**src/rtl/core/cbd_pkg.sv**
```systemverilog
// ----------------------------------------------------------------------------
// cbd_pkg
// Shared types and constants of the chunked body decoder: decoder phases,
// the per-item decode state, the result layout and the character codes.
// ----------------------------------------------------------------------------
package cbd_pkg;

  // Decoder phase
  typedef enum logic [2:0] {
    PH_SIZE    = 3'd0,
    PH_EXT     = 3'd1,
    PH_DATA    = 3'd2,
    PH_END_CR  = 3'd3,
    PH_END_LF  = 3'd4,
    PH_TRAILER = 3'd5,
    PH_DONE    = 3'd6,
    PH_ERROR   = 3'd7
  } phase_e;

  // State carried from one item to the next
  typedef struct packed {
    phase_e      phase;
    logic [31:0] remaining;
    logic [3:0]  digit_count;
    logic        line_has_content;
  } dec_state_t;

  // One result item
  typedef struct packed {
    logic       payload_valid;
    logic [7:0] payload_byte;
    logic       consumed;
    logic       done_res;
    logic       error;
  } dec_result_t;

  localparam dec_state_t StateClear = '{
    phase:            PH_SIZE,
    remaining:        32'd0,
    digit_count:      4'd0,
    line_has_content: 1'b0
  };

  localparam logic [31:0] MaxChunkReset = 32'h0FFF_FFFF;
  localparam logic [3:0]  MaxDigits     = 4'd8;

  // Character codes
  localparam logic [7:0] ChLf    = 8'h0A;
  localparam logic [7:0] ChCr    = 8'h0D;
  localparam logic [7:0] ChSpace = 8'h20;
  localparam logic [7:0] ChTab   = 8'h09;
  localparam logic [7:0] ChSemi  = 8'h3B;

endpackage

```
**src/rtl/core/cbd_step.sv**
```systemverilog
// ----------------------------------------------------------------------------
// cbd_step
// Combinational decode of one body byte: takes the current decoder state
// and the registered input item, returns the next state and the result.
// ----------------------------------------------------------------------------
module cbd_step import cbd_pkg::*; (
  input  dec_state_t  state_i,
  input  logic        begin_body_i,
  input  logic [7:0]  data_byte_i,
  input  logic [31:0] max_chunk_size_i,
  output dec_state_t  state_o,
  output dec_result_t result_o
);

  dec_state_t  cur;
  dec_state_t  nxt;
  logic        ok;
  logic        valid;
  logic        active;
  logic        is_lf;
  logic        is_skip;
  logic        is_hex;
  logic [3:0]  hex_val;
  logic [31:0] max_div;
  logic [31:0] rem_dec;

  assign max_div = max_chunk_size_i >> 4;
  assign is_lf   = (data_byte_i == ChLf);
  assign is_skip = (data_byte_i == ChCr) || (data_byte_i == ChSpace) ||
                   (data_byte_i == ChTab);

  // Classify a hex digit and take its value
  always_comb begin
    is_hex  = 1'b1;
    hex_val = 4'd0;
    if (data_byte_i inside {[8'h30:8'h39]}) begin
      hex_val = data_byte_i[3:0];
    end else if (data_byte_i inside {[8'h61:8'h66], [8'h41:8'h46]}) begin
      hex_val = 4'd9 + data_byte_i[3:0];
    end else begin
      is_hex = 1'b0;
    end
  end

  // Start over on begin_body
  assign cur     = begin_body_i ? StateClear : state_i;
  assign rem_dec = (cur.remaining != 32'd0) ? cur.remaining - 32'd1 : 32'd0;
  assign active  = (cur.phase != PH_DONE) && (cur.phase != PH_ERROR);

  // Advance the phase for one byte
  always_comb begin
    nxt   = cur;
    ok    = 1'b1;
    valid = 1'b0;
    case (cur.phase)
      PH_SIZE, PH_EXT: begin
        if (is_lf) begin
          if (cur.digit_count == 4'd0) begin
            ok = 1'b0;
          end else begin
            nxt.digit_count = 4'd0;
            if (cur.remaining == 32'd0) begin
              nxt.phase            = PH_TRAILER;
              nxt.line_has_content = 1'b0;
            end else begin
              nxt.phase = PH_DATA;
            end
          end
        end else if (cur.phase == PH_EXT || is_skip) begin
          // skip extension text and whitespace
        end else if (data_byte_i == ChSemi) begin
          nxt.phase = PH_EXT;
        end else if (!is_hex || cur.remaining > max_div) begin
          ok = 1'b0;
        end else begin
          nxt.remaining   = {cur.remaining[27:0], hex_val};
          nxt.digit_count = cur.digit_count + 4'd1;
          if (cur.digit_count == MaxDigits) begin
            ok = 1'b0;
          end
        end
      end
      PH_DATA: begin
        valid         = 1'b1;
        nxt.remaining = rem_dec;
        if (rem_dec == 32'd0) begin
          nxt.phase = PH_END_CR;
        end
      end
      PH_END_CR: begin
        if (data_byte_i == ChCr) begin
          nxt.phase = PH_END_LF;
        end else if (is_lf) begin
          nxt.phase = PH_SIZE;
        end else begin
          ok = 1'b0;
        end
      end
      PH_END_LF: begin
        if (is_lf) begin
          nxt.phase = PH_SIZE;
        end else begin
          ok = 1'b0;
        end
      end
      PH_TRAILER: begin
        if (is_lf) begin
          if (!cur.line_has_content) begin
            nxt.phase = PH_DONE;
          end
          nxt.line_has_content = 1'b0;
        end else if (data_byte_i != ChCr) begin
          nxt.line_has_content = 1'b1;
        end
      end
      default: begin
        // done or error: hold
      end
    endcase
    if (active && !ok) begin
      nxt.phase = PH_ERROR;
      valid     = 1'b0;
    end
  end

  // Build the result item
  always_comb begin
    state_o                = nxt;
    result_o.payload_valid = valid;
    result_o.payload_byte  = valid ? data_byte_i : 8'd0;
    result_o.consumed      = active && ok;
    result_o.done_res      = (nxt.phase == PH_DONE);
    result_o.error         = (nxt.phase == PH_ERROR);
  end

endmodule

```
**src/rtl/core/chunked_body_decoder.sv**
```systemverilog
// ----------------------------------------------------------------------------
// chunked_body_decoder
// HTTP/1.1 chunked body decoder, one raw byte per item, one result per item.
// The input register loads at acceptance, then the result register loads with
// the decode of the registered item. Throughput: 1 item per cycle while the
// result stream does not stall (a pending result with m_axis_tready low holds
// the input); the decode state is updated in the same cycle the result
// register loads. Reset clears the pipeline and decoder state and sets
// max_chunk_size to 0x0FFFFFFF; no clearing pass is needed.
// ----------------------------------------------------------------------------
module chunked_body_decoder import cbd_pkg::*; (
  input  logic        clk_i,
  input  logic        rst_ni,
  // configuration: max_chunk_size
  input  logic        cfg_we_i,
  input  logic [31:0] cfg_wdata_i,
  // input stream
  input  logic        s_axis_tvalid,
  output logic        s_axis_tready,
  input  logic [7:0]  s_axis_tdata,   // [7:0] data_byte
  input  logic        s_axis_tuser,   // [0] begin_body
  // result stream
  output logic        m_axis_tvalid,
  input  logic        m_axis_tready,
  output logic [15:0] m_axis_tdata,   // [7:0] payload_byte, [8] consumed,
                                      // [9] done_res, [10] error, rest zero
  output logic        m_axis_tuser    // [0] payload_valid
);

  logic [31:0] max_chunk_size_q;
  logic        in_vld_q;
  logic        in_begin_q;
  logic [7:0]  in_byte_q;
  dec_state_t  state_q;
  dec_state_t  state_d;
  dec_result_t res_d;
  dec_result_t res_q;
  logic        out_vld_q;
  logic        advance;
  logic        in_take;

  // Configuration register
  always_ff @(posedge clk_i or negedge rst_ni) begin
    if (!rst_ni) begin
      max_chunk_size_q <= MaxChunkReset;
    end else if (cfg_we_i) begin
      max_chunk_size_q <= cfg_wdata_i;
    end
  end

  // Flow control: decode when the result register is free or being drained
  assign advance       = in_vld_q && (!out_vld_q || m_axis_tready);
  assign s_axis_tready = !in_vld_q || advance;
  assign in_take       = s_axis_tvalid && s_axis_tready;

  // Input register
  always_ff @(posedge clk_i or negedge rst_ni) begin
    if (!rst_ni) begin
      in_vld_q <= 1'b0;
    end else if (in_take) begin
      in_vld_q <= 1'b1;
    end else if (advance) begin
      in_vld_q <= 1'b0;
    end
  end

  always_ff @(posedge clk_i) begin
    if (in_take) begin
      in_begin_q <= s_axis_tuser;
      in_byte_q  <= s_axis_tdata;
    end
  end

  // Decode step
  cbd_step u_step (
    .state_i          (state_q),
    .begin_body_i     (in_begin_q),
    .data_byte_i      (in_byte_q),
    .max_chunk_size_i (max_chunk_size_q),
    .state_o          (state_d),
    .result_o         (res_d)
  );

  // Decoder state
  always_ff @(posedge clk_i or negedge rst_ni) begin
    if (!rst_ni) begin
      state_q <= StateClear;
    end else if (advance) begin
      state_q <= state_d;
    end
  end

  // Result register
  always_ff @(posedge clk_i or negedge rst_ni) begin
    if (!rst_ni) begin
      out_vld_q <= 1'b0;
    end else if (advance) begin
      out_vld_q <= 1'b1;
    end else if (m_axis_tready) begin
      out_vld_q <= 1'b0;
    end
  end

  always_ff @(posedge clk_i) begin
    if (advance) begin
      res_q <= res_d;
    end
  end

  // Drive the result stream
  assign m_axis_tvalid = out_vld_q;
  assign m_axis_tuser  = res_q.payload_valid;
  assign m_axis_tdata  = {5'd0, res_q.error, res_q.done_res, res_q.consumed,
                          res_q.payload_byte};

endmodule
```
**config.mk**
```make
export PLATFORM = sky130hd
export DESIGN_NAME = chunked_body_decoder
export DESIGN_NICKNAME = d
export VERILOG_FILES = /design/src/rtl/core/cbd_pkg.sv /design/src/rtl/core/cbd_step.sv /design/src/rtl/core/chunked_body_decoder.sv
export SDC_FILE = /design/constraint.sdc
export NUM_CORES = 1
export LEC_CHECK = 0
export ABC_AREA = 1
export BUFFER_PORTS_ARGS = -buffer_cell sky130_fd_sc_hd__buf_2
export CORE_MARGIN = 2
export CORE_UTILIZATION = 55
export CTS_CLUSTER_SIZE = 10
export DETAILED_ROUTE_END_ITERATION = 10
export PLACE_DENSITY_LB_ADDON = 0.12
export SLEW_MARGIN = 20
export SYNTH_ARGS = -nofsm -noshare
export SYNTH_HDL_FRONTEND = slang
export SYNTH_SLANG_ARGS = --single-unit
```
**constraint.sdc**
```tcl
create_clock -name clk_i -period 7.35 [get_ports clk_i]
set_clock_uncertainty 0.15 [all_clocks]
set_input_delay 0 -clock clk_i [delete_from_list [all_inputs] [get_ports clk_i]]
set_output_delay 0 -clock clk_i [all_outputs]
set_load 0.05 [all_outputs]
```
# Yosys cells after proc, flatten, opt, wreduce, memory -nomap -nowiden

Index checks and enable logic that the tools add are counted.

Add/sub/neg operators: 3
Multiply operators: 0
Div/mod/pow operators: 0
Order comparisons: 7
Equality and inequality tests: 16
Shift-type cells: 0
Multiplexer cells: 45
Bitwise logic cells: 0
Reductions and logical operators: 27

Operator list:

| cell                  | count |
|---|---|
| $mux 36               | 2 |
| $logic_not 32->1      | 2 |
| $mux 32               | 2 |
| $pmux 32 s2           | 1 |
| $mux 40               | 1 |
| $mux 39               | 1 |
| $gt 32x28->1          | 1 |
| $reduce_bool 32->1    | 1 |
| $sub 32x1->32 const B | 1 |
| $mux 3                | 10 |
| $eq 8x4->1 const B    | 3 |
| $mux 1                | 20 |
| $eq 8x6->1 const B    | 2 |
| $ge 8x7->1 const B    | 2 |
| $le 8x7->1 const B    | 2 |
| $mux 4                | 4 |
| $pmux 3 s5            | 1 |
| $eq 3x3->1 const B    | 4 |
| $ge 8x6->1 const B    | 1 |
| $le 8x6->1 const B    | 1 |
| $logic_and 1x1->1     | 8 |
| $ne 8x4->1 const B    | 1 |
| $eq 3x2->1 const B    | 2 |
| $logic_or 1x1->1      | 6 |
| other kinds (13)      | 19 |

Flip-flop bits (word level): 95
Latch bits: 0
RAM bits: 0
Memory bits (read-only): 0
Input bits: 46
Output and inout port bits: 19
Word-level logic and storage cells: 112
Memories kept: 0

# Longest topological paths before layout

Gate-level depths: netlist of the first run.

Depth in word-level cells: 16
Depth in mapped cells: 23
Depth with buffers taken out: 20

# Modules after synthesis

A second synthesis of the first run with hierarchy kept.

Cells, all modules: 1225
Area, all modules: 7958.9 um2

By module, submodules not included:

| module               | instances | cells each | area an instance (um2) | sequential area each (um2) |
|---|---|---|---|---|
| cbd_step             | 1         | 879        | 4321.6                 | 0.0 |
| chunked_body_decoder | 1         | 346        | 3637.2                 | 2517.4 |

# Worst setup path after synthesis of the first run

No wires, ideal clock.

Kind: register to register
From: register in_begin_q
To: register state_q[21] in the netlist's numbering
Library setup time: 118 ps
Arrival time: 2674 ps
Data required time: 7082 ps
Setup slack: 4408 ps
Cell stages (with the launch flop): 23
Path buffers: 4
Period minus slack after synthesis: 2942 ps
Cells stage by stage: edfxtp_1 > inv_2 > buf_6 > buf_6 > buf_2 > nand2_1 > inv_1 > ha_1 > nand2_1 > inv_1 > o21ai_0 > nand2_1 > nand2_1 > o211ai_1 > a21oi_1 > nand2_1 > nand2_1 > nand3_2 > buf_2 > a21oi_1 > o21ai_0 > a21oi_1 > nor2_1

Longest elaborated chain between the ends: 8
Elaborated cells on any way between the ends: 16
Classes of those cells: add/sub (1); order compare (1); eq/ne (2); mux (7); reduce/logical (5)

Ends and longest elaborated chain:

| what                     | RTL line                   | text |
|---|---|---|
| start: declaration       | chunked_body_decoder.sv:32 | `logic in_begin_q;` |
| start signal: assignment | chunked_body_decoder.sv:69 | `in_begin_q <= s_axis_tuser;` |
| $mux 40 (*)              | cbd_step.sv:46             | `assign cur = begin_body_i ? StateClear : state_i;` |
| $gt 32x28->1             | cbd_step.sv:73             | `end else if (!is_hex \|\| cur.remaining > max_div) begin` |
| $logic_or 1x1->1         | cbd_step.sv:73             |  |
| $mux 36                  | cbd_step.sv:73             |  |
| $mux 36                  | cbd_step.sv:71             | `end else if (data_byte_i == ChSemi) begin` |
| $mux 39                  | cbd_step.sv:69             | `end else if (cur.phase == PH_EXT \|\| is_skip) begin` |
| $mux 32                  | cbd_step.sv:57             | `if (is_lf) begin` |
| $pmux 32 s2 (*)          | cbd_step.sv:55             | `case (cur.phase)` |
| end signal: assignment   | chunked_body_decoder.sv:87 | `state_q <= StateClear;` |
| end signal: assignment   | chunked_body_decoder.sv:89 | `state_q <= state_d;` |
| end: declaration         | chunked_body_decoder.sv:34 | `dec_state_t state_q;` |

Mark *: on every way between the ends. The rest lies on a longest branch, timed or not.
A chain may end at the register's enable or synchronous reset.

# Worst setup path in the final report of the first run

From: register in_begin_q
To: register state_q[9] in the netlist's numbering

Same word-level chain as after synthesis.

==> metrics.md, run 1 <==
| Metric | Value |
|---|---|
| Outcome | `finished, final reports clean` |
| Post-Route WL | `20,400 um` |
| Fill count | `1,208` |
| Reg-to-reg endpoint | `state_q[9]` |
| Power Internal | `0.00133 W` |
| Sink Count | `91` |
| Crit. End Element | `flop` |
| Number of port buffers | `55` |
| Final Max Tran Viols | `0` |
| Synthesized area | `6970 um2` |
| Net Sw Power | `0.00118 W` |
| Actual slew at the worst max-slew pin | `1.01 ns` |
| Setup TNS | `0 ns` |
| Post-layout nets | `1,189` |
| Critical Path AT | `4.62 ns` |
| CP required | `7.45 ns` |
| Post-synth EDFFs | `21` |
| Sequential area share after synthesis | `34.6%` |
| Worst Hold Class | `input port to flop` |
| Post-Syn Instances | `1,043` |
| Final Setup Violations | `0` |
| I/O Pins | `65` |
| Starting Density | `55.7%` |
| DRT iter0 DRCs | `554` |
| Reg2reg start | `in_begin_q` |
| Die ar. | `13,600 um2` |
| R2r setup slk | `2.83 ns` |
| CTS tree | `yes` |
| Switching share of power | `46.9%` |
| DP HPWL | `13,800 um` |
| Mean Syn Cell Area | `6.69 um2` |
| Residual DRC | `0` |
| Antenna-violating nets left | `0` |
| Syn. warnings | `0` |
| Core Area | `12,500 um2` |
| All-Layer GR Usage | `31.6%` |
| Top post-synthesis cells by area | `dfrtp_1, nand2_1, dfstp_2` |
| Cell variety after synth | `42` |
| TritonRoute pass-1 iters | `6` |
| WHS Path Cells | `3` |
| GR Overflow Total | `0` |
| Leakage | `4.03 nW` |
| Pwr dens | `313 nW/um2` |
| Clk_lat worst skew | `0.36 ns` |
| Slowest-stage cell, CP | `inv_2` |
| Hold path startpoint | `cfg_we_i` |
| Grt peak-use layer | `met2` |
| Largest net degree at the start of global routing | `71` |
| CTS Buf Count | `9` |
| Setup CP Type | `flop to flop` |
| Buf/Inv on CP | `3` |
| GR Layer Usage met3 | `3.79%` |
| CP max stage delay | `0.81 ns` |
| Cell with the most instances after synthesis | `nand2_1` |
| Asr flop ratio synth | `76.9%` |
| GPL Wtd Cong | `1.01` |
| Area leader, netlist | `dfrtp_1` |
| Die W | `117 um` |
| Fin crit share | `61.5%` |
| Synth Flop Type | `dfrtp_1` |
| Synth top area share | `16.5%` |
| Flop pwr share | `31.5%` |
| Met1 Track Usage GR | `42.6%` |
| DR vias | `7,207` |
| Commonest cells post-synth | `nand2_1, nor2_1, inv_1` |
| # diodes | `0` |
| DR vias/cell | `5.58` |
| CP cell instances | `inv_2 -> nand2_1 -> inv_1 -> ha_1 -> nand2_1 -> nor2_1 -> nand4_1 -> nor3_1 -> nand2_1 -> nand2_1 -> nand2_1 -> nand3_2 -> buf_4 -> o21ai_0 -> o21ai_0 -> nand2_1 -> a21oi_1 -> nor2_1` |
| Clk root buf | `clkbuf_16` |
| Hold endpoint | `max_chunk_size_q[27]` |
| Max FO, Critical Path | `59` |
| # rows | `41` |
| Critical path's most frequent cell | `nand2_1` |
| Worst Setup Start Kind | `flop` |
| Final hold violation count | `0` |
| Reg clk slew, reported paths | `0.07 ns` |
| Clock Power Share | `20.3%` |
| Max-Slew Margin vs Limit | `32.4%` |
| Share of layout cells above drive strength 1 | `11.3%` |
| CTS Buffer Depth | `2` |
| Peak supply drop | `190 uV` |
| Top delay family on crit path | `buffers and inverters` |
| #FFs+latches synth | `91` |
| Comb power frac | `48.1%` |
| Synth-to-Final Area Change | `15.1%` |
| Fin crit period | `4.52 ns` |
| Max Fclk | `0.221 GHz` |
| RSZ-0062 raised after global routing | `no` |
| First-pass GRT wire length | `33,300 um` |
| Initial antenna violation count | `0` |
| FF-to-FF path depth | `18` |
| Area after DPL | `7290 um2` |
| Die height | `117 um` |
| WL/cell | `15.8 um` |
| Vias in the first global route | `6,795` |
| H-tree depth | `3` |
| Cell area after layout | `8030 um2` |
| Max Cap Violations | `0` |
| Grt met2 use | `52.1%` |
per-layer routing:
metal	routed length (um)	up-vias	share of wire (%)
met1	9180	3299	45
met2	9430	269	46
met5	0	-	0
met3	1260	39	6.2
li1	-	3600	-
met4	531	0	2.6
cell families (layout without fill, tap and decap cells):
family                   after synthesis  count (layout)  share of synthesized area [%]
flip-flops                            91              91                           34.6
AO/OA/AOI/OAI                        229             229                           18.8
buffers and inverters                170             243                           10.1
adder cells (fa/ha/maj)               28              28                           5.02
XOR/XNOR                               3               3                          0.377
AND/OR/NAND/NOR                      518             518                           30.5
other                                  1               5                         0.0538
multiplexers                           3               3                          0.484
stage by stage:
stage          instances  hold WS (ns)  total power, W  util, %  setup WS (ns)
3_5_place_dp        1234        0.0281         0.00196     58.2           2.95
4_1_cts             1292        0.0516         0.00249     64.1           2.93
6_report            1292        0.0636         0.00251     64.1           2.83
5_1_grt             1292         0.136         0.00270     64.1           2.46
2_1_floorplan       1047        -0.446         0.00165        -           4.41
3_3_place_gp        1234        0.0263         0.00194     58.2           3.01
layout by cell type (no fill, tap or decap), types with 17 or more instances in the layout:
cell type,n
o21ai_0,83
o211ai_1,21
inv_1,118
nand4_1,17
edfxtp_1,21
nand3_1,59
a21oi_1,60
ha_1,28
dfstp_2,24
buf_2,54
dfrtp_1,46
dlygate4sd3_1,42
o21ai_1,18
nand2_1,265
nor2_1,152
cell type report:
type                       count  area, um2  share of cell area, %
timing repair buffer         101        728                   9.07
inverter                     126        473                   5.89
tap                          172        215                   2.68
clock inverter                 6       88.8                   1.11
clock buffer                  10        229                   2.85
multi-input combinational    786       3880                   48.3
sequential                    91       2410                   30.1
worst max-delay path by stage:
stage	depth (start not counted)	startpoint	slack (ns)	endpoint
detailed placement	16	in_begin_q	2.95	state_q[9]
CTS	16	in_begin_q	2.93	state_q[9]
floorplan	22	in_begin_q	4.41	state_q[21]
global placement	16	in_begin_q	3.01	state_q[9]
finish	18	in_begin_q	2.83	state_q[9]
global route	18	in_begin_q	2.46	state_q[9]
flip-flops by register name (all words and copies together) (netlist names):
| register | count |
|---|---|
| m_axis_tdata | 11 |
| state_q | 40 |
| max_chunk_size_q | 28 |
| in_vld_q | 1 |
| m_axis_tvalid | 1 |
| m_axis_tuser | 1 |
| in_begin_q | 1 |
| in_byte_q | 8 |
power by group through the flow:
stage / clock (W) / combinational [W] / sequential, W
6_report: 0.000511 / 0.00121 / 0.000792
5_1_grt: 0.000532 / 0.00136 / 0.000809
4_1_cts: 0.000514 / 0.00118 / 0.000789
3_5_place_dp: 0 / 0.00116 / 0.000797
3_3_place_gp: 0 / 0.00115 / 0.000793
2_1_floorplan: 0 / 0.000840 / 0.000814
worst reg2reg max path, cell delays in order (launching register included):
cell,delay [ns]
edfxtp_1,0.64
inv_2,0.82
nand2_1,0.29
inv_1,0.23
ha_1,0.17
nand2_1,0.07
nor2_1,0.15
nand4_1,0.10
nor3_1,0.36
nand2_1,0.10
nand2_1,0.07
nand2_1,0.16
nand3_2,0.11
buf_4,0.46
o21ai_0,0.16
o21ai_0,0.10
nand2_1,0.07
a21oi_1,0.13
nor2_1,0.06
repair_timing:
item	4_1_cts	5_1_grt
resized for setup	0	0
hold buffers	42	0
buffers inserted	0	0
endpoints found under the hold margin	85	0
Note: power is estimated with default switching activity, not from simulation.
==> inputs of run 2 (changes only) <==
--- a/config.mk
+++ b/config.mk
@@ -5,10 +5,10 @@
 export SDC_FILE = /design/constraint.sdc
 export NUM_CORES = 1
 export LEC_CHECK = 0
-export ABC_AREA = 1
+export ABC_AREA = 0
 export BUFFER_PORTS_ARGS = -buffer_cell sky130_fd_sc_hd__buf_2
 export CORE_MARGIN = 2
-export CORE_UTILIZATION = 55
+export CORE_UTILIZATION = 54
 export CTS_CLUSTER_SIZE = 10
 export DETAILED_ROUTE_END_ITERATION = 10
 export PLACE_DENSITY_LB_ADDON = 0.12
==> constraint.sdc (replaced) <==
create_clock -name clk_i -period 3.86 [get_ports clk_i]
set_clock_uncertainty 0.15 [all_clocks]
set_input_delay 0 -clock clk_i [delete_from_list [all_inputs] [get_ports clk_i]]
set_output_delay 0 -clock clk_i [all_outputs]
set_load 0.05 [all_outputs]
==> metrics.md, run 2 <==
| Metric | Value |
|---|---|
| Outcome | `finished, final reports clean` |
| CP max stage delay | `0.72 ns` |
| Worst Setup Start Kind | `flop` |
| GR Overflow Total | `0` |
| Synth top area share | `18.4%` |
| Synth-to-Final Area Change | `20.0%` |
| Core Area | `11,400 um2` |
| Max Cap Violations | `0` |
| Syn. warnings | `0` |
| Asr flop ratio synth | `76.9%` |
| DR vias | `6,035` |
| Max Fclk | `0.269 GHz` |
| Cell area after layout | `7510 um2` |
| Reg-to-reg endpoint | `state_q[17]` |
| Largest register FFs | `40` |
| Sequential area share after synthesis | `38.5%` |
| Synth Flop Type | `dfrtp_1` |
| Overall power | `0.00323 W` |
| Setup CP Type | `flop to flop` |
| Final Util | `66.1%` |
| Post-synth EDFFs | `21` |
| Final hold violation count | `0` |
| FF-to-FF path depth | `11` |
| Clk root buf | `clkbuf_16` |
| Grt peak-use layer | `met2` |
| WL/cell | `18.6 um` |
| Actual slew at the worst max-slew pin | `0.988 ns` |
| GPL Wtd Cong | `0.918` |
| Hold endpoint | `max_chunk_size_q[26]` |
| Crit. End Element | `flop` |
| CTS Buf Count | `9` |
| #FFs+latches synth | `91` |
| Final Setup Violations | `0` |
| H-tree depth | `3` |
| R2r setup slk | `0.15 ns` |
| CP required | `4.00 ns` |
| Antenna-violating nets left | `0` |
| Fin crit period | `3.71 ns` |
| CP cell instances | `buf_12 -> nor2b_1 -> ha_1 -> nand4_1 -> a2111oi_4 -> a21boi_2 -> nand4_1 -> buf_4 -> a21boi_4 -> nor3_4 -> a221o_1` |
| Fin crit share | `96.2%` |
| Slowest-stage cell, CP | `nor3_4` |
| GR Layer Usage met3 | `4.52%` |
| Number of port buffers | `55` |
| Die height | `112 um` |
| # rows | `39` |
| Starting Density | `55.1%` |
| Post-Route WL | `18,100 um` |
| Residual DRC | `0` |
| Initial antenna violation count | `0` |
| Die ar. | `12,500 um2` |
| Met1 Track Usage GR | `40.5%` |
| Peak supply drop | `288 uV` |
| CTS tree | `yes` |
| All-Layer GR Usage | `30.1%` |
| Leakage | `3.28 nW` |
| Grt met2 use | `49.5%` |
| Reg2reg start | `in_begin_q` |
| Most frequent cells in the layout | `nand2_1, o21ai_0, nor2_1, buf_2, dfrtp_1` |
| Largest net degree at the start of global routing | `54` |
| RSZ-0062 raised after global routing | `no` |
| Reg clk slew, reported paths | `0.07 ns` |
| Hold path startpoint | `cfg_we_i` |
| TritonRoute pass-1 iters | `7` |
| Area leader, netlist | `dfrtp_1` |
| Pwr dens | `430 nW/um2` |
| Sink Count | `91` |
| Worst Hold Class | `input port to flop` |
| Share of layout cells above drive strength 1 | `18.9%` |
| DP HPWL | `12,500 um` |
| Setup TNS | `0 ns` |
| Post-Syn Instances | `723` |
| Area after DPL | `6800 um2` |
| Top post-synthesis cells by area | `dfrtp_1, dfstp_2, edfxtp_1` |
| Critical path's most frequent cell | `nand4_1` |
| # diodes | `0` |
| CTS Buffer Depth | `2` |
| Register with the highest flop count | `state_q` |
| DR vias/cell | `6.20` |
| Mean Syn Cell Area | `8.66 um2` |
| Cell with the most instances after synthesis | `nand2_1` |
| First-pass GRT wire length | `30,000 um` |
| Cell variety after synth | `82` |
| Clk_lat worst skew | `0.36 ns` |
| Final Max Tran Viols | `0` |
| Die W | `112 um` |
| WHS Path Cells | `3` |
| Post-layout nets | `900` |
| DRT iter0 DRCs | `454` |
| I/O Pins | `65` |
| Max FO, Critical Path | `26` |
| Fill count | `955` |
| Critical Path AT | `3.85 ns` |
| Commonest non-fill, non-tap cell in the layout | `nand2_1` |
| Commonest cells post-synth | `nand2_1, o21ai_0, nor2_1` |
| Synthesized area | `6260 um2` |
| Vias in the first global route | `5,996` |
| Max-Slew Margin vs Limit | `33.4%` |
==> run 2: worst max-delay path by stage <==
stage	depth (start not counted)	slack, ns	to	startpoint
global route	11	0.008	state_q[16]	in_begin_q
global placement	11	0.24	state_q[6]	in_begin_q
CTS	11	0.13	state_q[14]	in_begin_q
floorplan	16	0.08	state_q[19]	in_begin_q
finish	11	0.15	state_q[17]	in_begin_q
detailed placement	11	0.15	state_q[14]	in_begin_q
==> run 2: what timing repair did <==
action                     in CTS  in global routing
setup endpoints to repair       0                 22
setup buffers                   0                  1
hold buffers                   41                  0
resized for setup               0                  2
hold endpoints to repair       50                  0
==> run 2: layout make-up <==
cell class / instances / area (um2) / share of cell area (%)
flip-flops and latches: 91 / 2410 / 32.1
inverters: 37 / 139 / 1.85
clock inverters: 7 / 68.8 / 0.916
clock buffers: 9 / 225 / 3.00
multi-input cells: 555 / 3520 / 46.9
well taps: 143 / 179 / 2.38
repair buffers: 132 / 968 / 12.9
==> run 2: critical path, delay by kind of cell, from the launching register on <==
kind                     cells  cell delay (ns)
buffers and inverters        2             0.41
AO/OA/AOI/OAI                4             1.13
adder cells (fa/ha/maj)      1             0.17
flip-flops                   1             0.52
AND/OR/NAND/NOR              4             1.26
==> run 2: report_power, final <==
group	switching, W	total [W]	internal (W)
sequential	0.000114	0.00122	0.00111
combinational	0.000701	0.00112	0.000416
clock	0.000393	0.000891	0.000499
==> run 2: cell families (layout without fill, tap and decap cells) <==
kind of cell | after synthesis | count (layout) | share of synthesized area [%]
xor gates and xnor gates | 6 | 6 | 0.839
DFF | 91 | 91 | 38.5
muxes | 8 | 8 | 1.38
buffers and inverters | 81 | 185 | 5.56
and+or+nand+nor | 306 | 306 | 25.4
adders and majority gates | 28 | 28 | 5.60
AOI/OAI and AO/OA | 202 | 202 | 22.7
other | 1 | 5 | 0.0599
==> run 2: through the flow <==
step | std cells | worst slack [ns] | hold slack, ns
after global placement | 916 | 0.241 | -0.0522
after floorplan | 727 | 0.0803 | -0.446
after global routing | 974 | 0.00813 | 0.130
after detailed placement | 916 | 0.153 | -0.0280
final | 974 | 0.145 | 0.0554
after CTS | 973 | 0.128 | 0.0465
==> run 2: metal layers <==
layer	vias up	share of wire, %
li1	2849	-
met1	2914	45
met2	234	48
met3	38	5.6
met4	0	2.2
met5	-	0
